--- config.mk ---
export PLATFORM = sky130hd
export DESIGN_NAME = button_click_hold_detector_flat
export DESIGN_NICKNAME = d
export VERILOG_FILES = /design/src/hdl/bchd_pkg.sv /design/src/hdl/bchd_if.sv /design/src/hdl/bchd_cfg.sv /design/src/hdl/bchd_core.sv /design/src/hdl/button_click_hold_detector.sv /design/src/flat_wrapper.sv
export SDC_FILE = /design/constraint.sdc
export NUM_CORES = 1
export LEC_CHECK = 0
export BUFFER_PORTS_ARGS = -buffer_cell sky130_fd_sc_hd__buf_4
export CAP_MARGIN = 20
export CORE_MARGIN = 2
export CORE_UTILIZATION = 40
export CTS_CLUSTER_SIZE = 10
export DETAILED_ROUTE_END_ITERATION = 10
export GPL_TIMING_DRIVEN = 0
export PLACE_DENSITY = 0.53
export SLEW_MARGIN = 10
export SYNTH_ARGS = -nofsm -noshare
export SYNTH_HDL_FRONTEND = slang
export SYNTH_HIERARCHICAL = 1
export SYNTH_SLANG_ARGS = --single-unit
--- constraint.sdc ---
create_clock -name clk -period 10.29 [get_ports clk]
set_clock_uncertainty 0.1 [all_clocks]
set_input_delay 1.029 -clock clk [delete_from_list [all_inputs] [get_ports clk]]
set_output_delay 1.029 -clock clk [all_outputs]
set_load 0.03 [all_outputs]
--- src/hdl/bchd_pkg.sv ---
// package for the button click and hold detector
// holds widths, event codes, register indexes, reset values and the config struct
// no dependencies
package bchd_pkg;

    localparam int TIME_W  = 32;
    localparam int CFG_W   = 16;
    localparam int INDEX_W = 2;
    localparam int EVENT_W = 2;

    typedef enum logic [EVENT_W-1:0] {
        EV_NONE      = 2'd0,
        EV_CLICK     = 2'd1,
        EV_HOLD      = 2'd2,
        EV_LONG_HOLD = 2'd3
    } event_t;

    typedef enum logic [INDEX_W-1:0] {
        REG_DEBOUNCE  = 2'd0,
        REG_HOLD      = 2'd1,
        REG_LONG_HOLD = 2'd2
    } reg_index_t;

    localparam logic [CFG_W-1:0]  DEBOUNCE_RESET  = 16'd20;
    localparam logic [CFG_W-1:0]  HOLD_RESET      = 16'd1000;
    localparam logic [CFG_W-1:0]  LONG_HOLD_RESET = 16'd3000;
    localparam logic [TIME_W-1:0] STAMP_RESET     = '1;

    typedef struct packed {
        logic [CFG_W-1:0] debounce_ms;
        logic [CFG_W-1:0] hold_ms;
        logic [CFG_W-1:0] long_hold_ms;
    } cfg_t;

endpackage

--- src/hdl/bchd_if.sv ---
// channel interfaces: sample input, event result and configuration write
// depends on bchd_pkg
interface bchd_sample_if
    import bchd_pkg::*;
();
    logic              valid;
    logic              ready;
    logic              button_level;
    logic [TIME_W-1:0] now_ms;

    modport source (output valid, output button_level, output now_ms, input ready);
    modport sink (input valid, input button_level, input now_ms, output ready);
endinterface

interface bchd_result_if
    import bchd_pkg::*;
();
    logic               valid;
    logic               ready;
    logic [EVENT_W-1:0] event_code;

    modport source (output valid, output event_code, input ready);
    modport sink (input valid, input event_code, output ready);
endinterface

interface bchd_cfg_if
    import bchd_pkg::*;
();
    logic               valid;
    logic               ready;
    logic [INDEX_W-1:0] index;
    logic [CFG_W-1:0]   data;

    modport source (output valid, output index, output data, input ready);
    modport sink (input valid, input index, input data, output ready);
endinterface

--- src/hdl/bchd_cfg.sv ---
// configuration registers: debounce, hold and long-hold times
// depends on bchd_pkg and bchd_cfg_if
module bchd_cfg
    import bchd_pkg::*;
(
    input  logic       clk,
    input  logic       rst_n,
    bchd_cfg_if.sink   cfg,
    output cfg_t       regs
);

    cfg_t regs_reg;
    cfg_t regs_next;

    assign cfg.ready = 1'b1;
    assign regs      = regs_reg;

    always_comb
    begin
        regs_next = regs_reg;
        if (cfg.valid)
        begin
            unique case (reg_index_t'(cfg.index))
                REG_DEBOUNCE:  regs_next.debounce_ms  = cfg.data;
                REG_HOLD:      regs_next.hold_ms      = cfg.data;
                REG_LONG_HOLD: regs_next.long_hold_ms = cfg.data;
                default:       regs_next = regs_reg;
            endcase
        end
    end

    always_ff @(posedge clk or negedge rst_n)
    begin
        if (!rst_n)
        begin
            regs_reg.debounce_ms  <= DEBOUNCE_RESET;
            regs_reg.hold_ms      <= HOLD_RESET;
            regs_reg.long_hold_ms <= LONG_HOLD_RESET;
        end
        else
        begin
            regs_reg <= regs_next;
        end
    end

endmodule

--- src/hdl/bchd_core.sv ---
// press, release and hold classification with its state registers
// depends on bchd_pkg; state advances on each step
module bchd_core
    import bchd_pkg::*;
(
    input  logic              clk,
    input  logic              rst_n,
    input  logic              step,
    input  logic              level,
    input  logic [TIME_W-1:0] now,
    input  cfg_t              regs,
    output event_t            ev
);

    logic              last_level_reg, last_level_next;
    logic              down_seen_reg, down_seen_next;
    logic              up_seen_reg, up_seen_next;
    logic              ignore_release_reg, ignore_release_next;
    logic              hold_fired_reg, hold_fired_next;
    logic              long_fired_reg, long_fired_next;
    logic [TIME_W-1:0] press_stamp_reg, press_stamp_next;
    logic [TIME_W-1:0] release_stamp_reg, release_stamp_next;

    logic [TIME_W-1:0] since_release;
    logic [TIME_W-1:0] since_press;
    logic [TIME_W-1:0] held_for;
    logic              press_edge;
    logic              release_edge;
    logic              press_new;
    logic              hold_due;

    assign since_release = now - release_stamp_reg;
    assign since_press   = now - press_stamp_reg;
    assign press_edge    = level && !last_level_reg
                           && (since_release > TIME_W'(regs.debounce_ms));
    assign release_edge  = !level && last_level_reg
                           && (since_press > TIME_W'(regs.debounce_ms));
    assign press_new     = press_edge && !down_seen_reg;
    assign held_for      = press_new ? '0 : since_press;
    assign hold_due      = level && (held_for >= TIME_W'(regs.hold_ms));

    always_comb
    begin
        ev                  = EV_NONE;
        last_level_next     = level;
        down_seen_next      = down_seen_reg;
        up_seen_next        = up_seen_reg;
        ignore_release_next = ignore_release_reg;
        hold_fired_next     = hold_fired_reg;
        long_fired_next     = long_fired_reg;
        press_stamp_next    = press_stamp_reg;
        release_stamp_next  = release_stamp_reg;

        priority if (press_edge)
        begin
            up_seen_next = 1'b0;
            if (press_new)
            begin
                press_stamp_next    = now;
                ignore_release_next = 1'b0;
                hold_fired_next     = 1'b0;
                long_fired_next     = 1'b0;
                down_seen_next      = 1'b1;
            end
        end
        else if (release_edge)
        begin
            down_seen_next = 1'b0;
            if (!ignore_release_reg && !up_seen_reg)
            begin
                release_stamp_next  = now;
                ignore_release_next = 1'b1;
                up_seen_next        = 1'b1;
                ev                  = EV_CLICK;
            end
        end
        else
        begin
            down_seen_next = down_seen_reg;
        end

        if (hold_due)
        begin
            if (!hold_fired_next)
            begin
                ev                  = EV_HOLD;
                ignore_release_next = 1'b1;
                press_stamp_next    = now;
                hold_fired_next     = 1'b1;
            end
            // measured from the stamp as it stands after the hold test
            if (((now - press_stamp_next) >= TIME_W'(regs.long_hold_ms)) && !long_fired_next)
            begin
                ev              = EV_LONG_HOLD;
                long_fired_next = 1'b1;
            end
        end
    end

    always_ff @(posedge clk or negedge rst_n)
    begin
        if (!rst_n)
        begin
            last_level_reg     <= 1'b0;
            down_seen_reg      <= 1'b0;
            up_seen_reg        <= 1'b0;
            ignore_release_reg <= 1'b0;
            hold_fired_reg     <= 1'b0;
            long_fired_reg     <= 1'b0;
            press_stamp_reg    <= STAMP_RESET;
            release_stamp_reg  <= STAMP_RESET;
        end
        else if (step)
        begin
            last_level_reg     <= last_level_next;
            down_seen_reg      <= down_seen_next;
            up_seen_reg        <= up_seen_next;
            ignore_release_reg <= ignore_release_next;
            hold_fired_reg     <= hold_fired_next;
            long_fired_reg     <= long_fired_next;
            press_stamp_reg    <= press_stamp_next;
            release_stamp_reg  <= release_stamp_next;
        end
    end

endmodule

--- src/hdl/button_click_hold_detector.sv ---
// top level of the button click and hold detector
// depends on bchd_pkg, the channel interfaces, bchd_cfg and bchd_core
//
//   channel  | dir | payload                    | request taken when
//   ---------+-----+----------------------------+---------------------
//   sample   | in  | button_level, now_ms       | valid && ready
//   result   | out | event_code                 | valid && ready
//   cfg      | in  | index, data                | valid && ready
//
// one request per cycle sustained while the result is not stalled
// stage one holds the sample, stage two the event code; state updates as
// a sample moves from stage one into the result register
// a stalled result holds its register and a full stage one; sample ready drops only then
// cfg is always ready; reset loads the default times, clears the valid and core flags and sets the stamps to all ones
module button_click_hold_detector
    import bchd_pkg::*;
(
    input  logic           clk,
    input  logic           rst_n,
    bchd_sample_if.sink    sample,
    bchd_result_if.source  result,
    bchd_cfg_if.sink       cfg
);

    cfg_t              regs;
    event_t            ev;
    logic              stall;
    logic              advance;
    logic              s1_valid_reg;
    logic              s1_level_reg;
    logic [TIME_W-1:0] s1_now_reg;
    logic              out_valid_reg;
    event_t            event_reg;

    assign stall        = out_valid_reg && !result.ready;
    assign advance      = s1_valid_reg && !stall;
    assign sample.ready = !s1_valid_reg || !stall;
    assign result.valid      = out_valid_reg;
    assign result.event_code = event_reg;

    bchd_cfg u_cfg (
        .clk   (clk),
        .rst_n (rst_n),
        .cfg   (cfg),
        .regs  (regs)
    );

    bchd_core u_core (
        .clk   (clk),
        .rst_n (rst_n),
        .step  (advance),
        .level (s1_level_reg),
        .now   (s1_now_reg),
        .regs  (regs),
        .ev    (ev)
    );

    always_ff @(posedge clk or negedge rst_n)
    begin
        if (!rst_n)
        begin
            s1_valid_reg  <= 1'b0;
            out_valid_reg <= 1'b0;
        end
        else
        begin
            if (sample.ready)
            begin
                s1_valid_reg <= sample.valid;
            end
            if (!stall)
            begin
                out_valid_reg <= s1_valid_reg;
            end
        end
    end

    always_ff @(posedge clk)
    begin
        if (sample.valid && sample.ready)
        begin
            s1_level_reg <= sample.button_level;
            s1_now_reg   <= sample.now_ms;
        end
        if (advance)
        begin
            event_reg <= ev;
        end
    end

endmodule

--- src/flat_wrapper.sv ---
// flat-port wrapper written by rule: the top's interface ports become plain ports
module button_click_hold_detector_flat import bchd_pkg::*;
  (clk, rst_n, sample_valid, sample_button_level, sample_now_ms, sample_ready, result_valid, result_event_code, result_ready, cfg_valid, cfg_index, cfg_data, cfg_ready);
  bchd_sample_if sample_i ();
  bchd_result_if result_i ();
  bchd_cfg_if cfg_i ();
  input  logic clk;
  input  logic rst_n;
  input wire logic [$bits(sample_i.valid)-1:0] sample_valid;
  input wire logic [$bits(sample_i.button_level)-1:0] sample_button_level;
  input wire logic [$bits(sample_i.now_ms)-1:0] sample_now_ms;
  output wire logic [$bits(sample_i.ready)-1:0] sample_ready;
  output wire logic [$bits(result_i.valid)-1:0] result_valid;
  output wire logic [$bits(result_i.event_code)-1:0] result_event_code;
  input wire logic [$bits(result_i.ready)-1:0] result_ready;
  input wire logic [$bits(cfg_i.valid)-1:0] cfg_valid;
  input wire logic [$bits(cfg_i.index)-1:0] cfg_index;
  input wire logic [$bits(cfg_i.data)-1:0] cfg_data;
  output wire logic [$bits(cfg_i.ready)-1:0] cfg_ready;
  assign sample_i.valid = sample_valid;
  assign sample_i.button_level = sample_button_level;
  assign sample_i.now_ms = sample_now_ms;
  assign sample_ready = sample_i.ready;
  assign result_valid = result_i.valid;
  assign result_event_code = result_i.event_code;
  assign result_i.ready = result_ready;
  assign cfg_i.valid = cfg_valid;
  assign cfg_i.index = cfg_index;
  assign cfg_i.data = cfg_data;
  assign cfg_ready = cfg_i.ready;
  button_click_hold_detector u_core (.clk(clk), .rst_n(rst_n), .sample(sample_i), .result(result_i), .cfg(cfg_i));
endmodule
Word level (Yosys, flattened, before mapping). Cells that the tools add are included.

Register bits after elaboration: 155. Latch bits: 0. Memory bits (writable): 0. Memory bits (read-only): 0. Bits of input ports: 56. Logic and storage cells: 88. Memories kept: 0.

$add $sub $neg: 3. Multiply operators: 0. Div/mod/pow operators: 0. $lt $le $gt $ge: 4. Equality and inequality tests: 3. Shift-type cells: 0. Muxes and demuxes: 31. Bitwise operators: 1. Reduce and logical (&&, ||, !) cells: 30.

Operators by type and width (number): $mux W32 (6); $sub A32 B32 Y32 (3); $ge A32 B16 Y1 (2); $gt A32 B16 Y1 (2); $mux W1 (21); $logic_and A1 B1 Y1 (11); $logic_not A1 Y1 (9); $mux W2 (4); $reduce_and A2 Y1 (3); $reduce_and A3 Y1 (2); $reduce_and A4 Y1 (1); $reduce_bool A2 Y1 (2); $eq A2 B1 Y1 const B (1); $eq A2 B2 Y1 const B (1); $logic_not A2 Y1 (1); $ne A2 B1 Y1 const B (1); $logic_or A1 B1 Y1 (1); $not A1 Y1 (1).

Logic depth before layout (Yosys ltp).
Depth after elaboration: 13. Mapped depth: 46. Mapped depth without buffers: 45.

By module. Netlist, hierarchy kept.

By module, submodules not included: bchd_core (instances 1, cells each 1346, area an instance 10766.6 um2, sequential area each 1831.8 um2); bchd_cfg (instances 1, cells each 104, area an instance 1845.5 um2, sequential area each 1219.9 um2); button_click_hold_detector (instances 1, cells each 43, area an instance 1154.9 um2, sequential area each 1101.1 um2).

Least setup slack after synthesis. No wires, ideal clock.

Path kind: register -> register. Start: reg u_core.s1_now_reg[1]. End: reg u_core.event_reg[0], in the netlist u_core/result.event_code[0] (data pin). Setup time: 0.266 ns. Arrival time: 8.447 ns. Slack: 1.476 ns. Stages on the path, launching flop included: 46. Path buffers: 1. Period minus slack after synthesis: 8.814 ns. Path through: edfxtp_1 > inv_1 > fa_1 > nor2b_1 > o2111ai_1 > a211o_1 > a21oi_1 > nor2_1 > xnor2_1 > ha_1 > nand4_1 > nor4_1 > and4_1 > a31oi_1 > a2111oi_0 > nand4_1 > nor4_1 > nand4_1 > (+10 left out) > o21ai_0 > a21oi_1 > o21bai_1 > a21o_1 > a21oi_1 > xnor2_1 > ha_1 > a21o_1 > a21oi_1 > o221ai_1 > nor3_1 > o221ai_1 > nor4_1 > nand4_1 > nor3_1 > o211ai_1 > mux2i_1 > o31ai_1.

Cells in the longest elaborated chain, start to end: 13. Elaborated cells on any way between the ends: 27. Classes of those cells: add/sub: 3; order compare: 4; mux: 14; reduce/logical: 6.

RTL lines: start: declaration (RTL line button_click_hold_detector.sv:31) `logic [TIME_W-1:0] s1_now_reg;`; start signal: assignment (RTL line button_click_hold_detector.sv:83) `s1_now_reg <= sample.now_ms;`; $sub A32 B32 Y32 (RTL line bchd_core.sv:32) `assign since_release = now - release_stamp_reg;`; $gt A32 B16 Y1 (RTL line bchd_core.sv:35) `&& (since_release > TIME_W'(regs.debounce_ms));`; $logic_and A1 B1 Y1 (RTL line bchd_core.sv:35); $logic_and A1 B1 Y1 (RTL line bchd_core.sv:38) `assign press_new = press_edge && !down_seen_reg;`; $mux W32 or $mux W1 (tied branches) (RTL line bchd_core.sv:57) `if (press_new)`; $mux W32 or $mux W1 (tied branches) (RTL line bchd_core.sv:54) `priority if (press_edge)`; $mux W32 (RTL line bchd_core.sv:84) `if (!hold_fired_next)`; $mux W32 (RTL line bchd_core.sv:82) `if (hold_due)`; $sub A32 B32 Y32 (RTL line bchd_core.sv:92) `if (((now - press_stamp_next) >= TIME_W'(regs.long_hold_ms)) && !long_fired_next)`; $ge A32 B16 Y1 (RTL line bchd_core.sv:92); $logic_and A1 B1 Y1 (RTL line bchd_core.sv:92); $mux W2 (RTL line bchd_core.sv:92); $mux W2 * (RTL line bchd_core.sv:82); net u_core.ev[0] (RTL line button_click_hold_detector.sv:26) `event_t ev;`; end signal: assignment (RTL line button_click_hold_detector.sv:87) `event_reg <= ev;`; end: declaration (RTL line button_click_hold_detector.sv:33) `event_t event_reg;`.

Mark *: on every way through the listed nets, which the timed path passes. The rest lies on a longest branch. The select of a mux whose other input is x is not followed. A chain may end at the register's enable or synchronous reset.

Worst setup path in the final report.
Start: reg u_core.s1_now_reg[0]. End: reg u_core.event_reg[1], in the netlist u_core/result.event_code[1] (data pin).

The elaborated chain is that of the path after synthesis.

==> results.cfg <==
[clock_tree]
cts_buffers = 17
root_buffer = clkbuf_16
tritoncts = built
cts.sinks = 155
h-tree-depth = 4
clk_latency_ns = 0.45
cts.path.max_buffers = 2
clk_pin_slew_ns = 0.07

[place]
io_buffers = 59
place_hpwl_um = 31730
dp_slack_ns = -1.702
placed_cells = 2001
gp_congestion = 0.9290

[timing]
hold_viol = 0
period_needed_ns = 9.801
final.period_utilization_pct = 95.25
worst_slew_pin_slew_ns = 0.6963
tns_ns = 0
setup_slack_ns = 0.4891
fmax_mhz = 102.0
setup_violations = 0
drv_slew = 0
slew_headroom_pct = 53.09

[route]
first_pass_iters = 5
wl_per_cell_um = 19.19
drt_wl_total_um = 39190
num_vias = 11513
drc = 0
drtIter0Drc = 791
avgViaCountPerCell = 5.638
postRouteAntennaNets = 0

[global_routing]
antenna_found_initial = 0
grt_max_degree = 77
grt_remaining_overflow = 0
grt_use_total_pct = 22.18
grt_pass1_wl_um = 61620
grt_pass1_vias = 11042

[floorplan]
die_h_um = 189.5
die_x_um = 189.5
initial_core_util_pct = 40.85
placementRows = 67
pin_count = 61
dieArea_sq_mm = 0.03592
core-area_sq_mm = 0.03370

[final_layout]
instances_no_fill = 2042
drive_gt1_share_pct = 20.58
final_util_pct = 46.52
multiInputGateArea_sq_mm = 0.008969
n_fill_cell = 3330
seq_area_sq_mm = 0.004153
final_common_cell = ha_1
n_antenna_cell = 0
nets = 1799
area_delta_synth_final_pct = 13.87
largest_reg_flops = 48
final_cell_mix = 157 x ha_1, 153 x inv_1, 118 x a21oi_1, 84 x nand2_1, 82 x mux2_2

[critical_path]
critPathLaunchType = flop
crit_fanout = 11
cp.required_ns = 10.39
critPathMaxStageDelay_ns = 0.39
critical_path_class = reg2reg
arrival_ns = 9.90
endpoint_kind = flop
slowest_stage = fa_2

[power]
p_total_mw = 5.301
leakage_nw = 6.932
p_per_area_mw_per_mm2 = 338.2
ir_drop_uv = 187.4

[logic_synthesis]
synth_seq_area_share_pct = 30.16
syn_nets = 1711
synthesis.area_sq_mm = 0.01377
syn_inst = 1493
synth_edf_count = 35
synth_ff_type = dfstp_2
syn_area_per_cell_sq_um = 9.221
ys_ff_latch = 155
async_flop_share_pct = 77.42
yosys_warnings = 6
yosys.cell_types.count = 79

[min_path]
hp-class = in2async

[outcome]
status = completed

[job]
cap_violations = 0
## report_power, final
group | switching, mW | internal, mW | leakage [nW] | total (mW)
clock | 0.280 | 0.378 | 0.288 | 0.658
sequential | 0.135 | 0.915 | 1.65 | 1.05
combinational | 2.11 | 1.49 | 5.00 | 3.59
total | 2.52 | 2.78 | 6.93 | 5.30
## final cells by class
class | count | share of cell area [%]
well taps | 448 | 3.576
clock inverters | 10 | 0.6545
repair buffers | 73 | 3.648
multi-input cells | 1138 | 57.21
inverters | 153 | 3.663
plain buffers | 43 | 1.524
flip-flops and latches | 155 | 26.49
clock buffers | 22 | 3.232
## cells by family after synthesis
family,count (synthesis),synth area share (%)
simple gates,353,13.66
other cells,1,0.02724
buf+inv,200,5.962
mux,155,12.30
compound gates,412,19.50
xor+xnor,55,3.499
flops,155,30.16
fa+ha+maj,162,14.89
## what timing repair did
item,CTS,global route
setup endpoints to repair,3,3
gates resized for setup,15,28
gates cloned,0,0
hold buffers,0,0
pin swaps,5,13
buffers inserted,7,6
## critical path, delay by kind of cell, from the launching register on
| kind | cells | cell delay [ns] |
|---|---|---|
| AO/OA/AOI/OAI | 18 | 2.92 |
| XOR/XNOR | 2 | 0.33 |
| adder cells (fa/ha/maj) | 6 | 1.75 |
| buffers and inverters | 3 | 0.45 |
| flip-flops | 1 | 0.36 |
| multiplexers | 2 | 0.54 |
| AND/OR/NAND/NOR | 16 | 3.09 |
## layer usage
layer  global-route usage (%)  part of all wire, %  up-vias
met3                    3.299                  3.9       36
met2                    33.91                   44      240
met4                    5.784                  1.9        0
li1                         -                    -     5696
met5                        0                    0        -
met1                    32.61                   50     5541
## synth_stat cells, types with 8 or more instances
cell | instances | area [sq um]
nor4_1 | 8 | 50.05
nand4_1 | 35 | 219.0
o21bai_1 | 12 | 90.09
buf_4 | 8 | 60.06
and3_1 | 19 | 118.9
o21ai_0 | 70 | 350.3
nand3_1 | 19 | 95.09
nand2b_1 | 17 | 106.4
mux2_2 | 82 | 923.4
a31oi_1 | 16 | 100.1
a211oi_1 | 18 | 135.1
nor2b_1 | 32 | 200.2
a21o_1 | 38 | 285.3
ha_1 | 159 | 1989
edfxtp_1 | 35 | 1051
a211o_1 | 8 | 70.07
o211ai_1 | 21 | 157.7
o21a_1 | 19 | 142.6
dfrtp_1 | 41 | 1026
and4_1 | 8 | 70.07
xnor2_1 | 32 | 280.3
dfstp_2 | 79 | 2076
nor2_1 | 63 | 236.5
nand2_1 | 85 | 319.1
xor2_1 | 23 | 201.4
a21oi_1 | 124 | 620.6
clkbuf_1 | 33 | 123.9
inv_1 | 153 | 574.3
nor3_1 | 23 | 115.1
mux2_1 | 31 | 349.1
mux2i_1 | 42 | 420.4
## final timing paths
check	start	slack, ns	cells past startpoint	to
max reg2reg	u_core/s1_now_reg[0]$_DFFE_PP_	0.49	47	u_core/result.event_code[1]$_DFFE_PP_
max	u_core/s1_now_reg[0]$_DFFE_PP_	0.49	47	u_core/result.event_code[1]$_DFFE_PP_
min reg2reg	u_core/u_cfg/regs[30]$_DFFE_PN0P_	0.41	1	u_core/u_cfg/regs[30]$_DFFE_PN0P_
min	rst_n	0.41	1	u_core/u_cfg/regs[2]$_DFFE_PN0P_
max in group asynchronous	rst_n	8.90	2	u_core/u_core/release_stamp_reg[22]$_DFFE_PN1P_
min in group clk	u_core/u_cfg/regs[30]$_DFFE_PN0P_	0.41	1	u_core/u_cfg/regs[30]$_DFFE_PN0P_
## stage by stage
stage | area, sq um | hold slack, ns
final | 15680 | 0.4065
after detailed placement | 14800 | 0.3950
after CTS | 15520 | 0.4109
after floorplan | 13770 | 0.3665
after global routing | 15680 | 0.4181
after global placement | 14770 | 0.3895
Power figures use the tool's default switching activity.
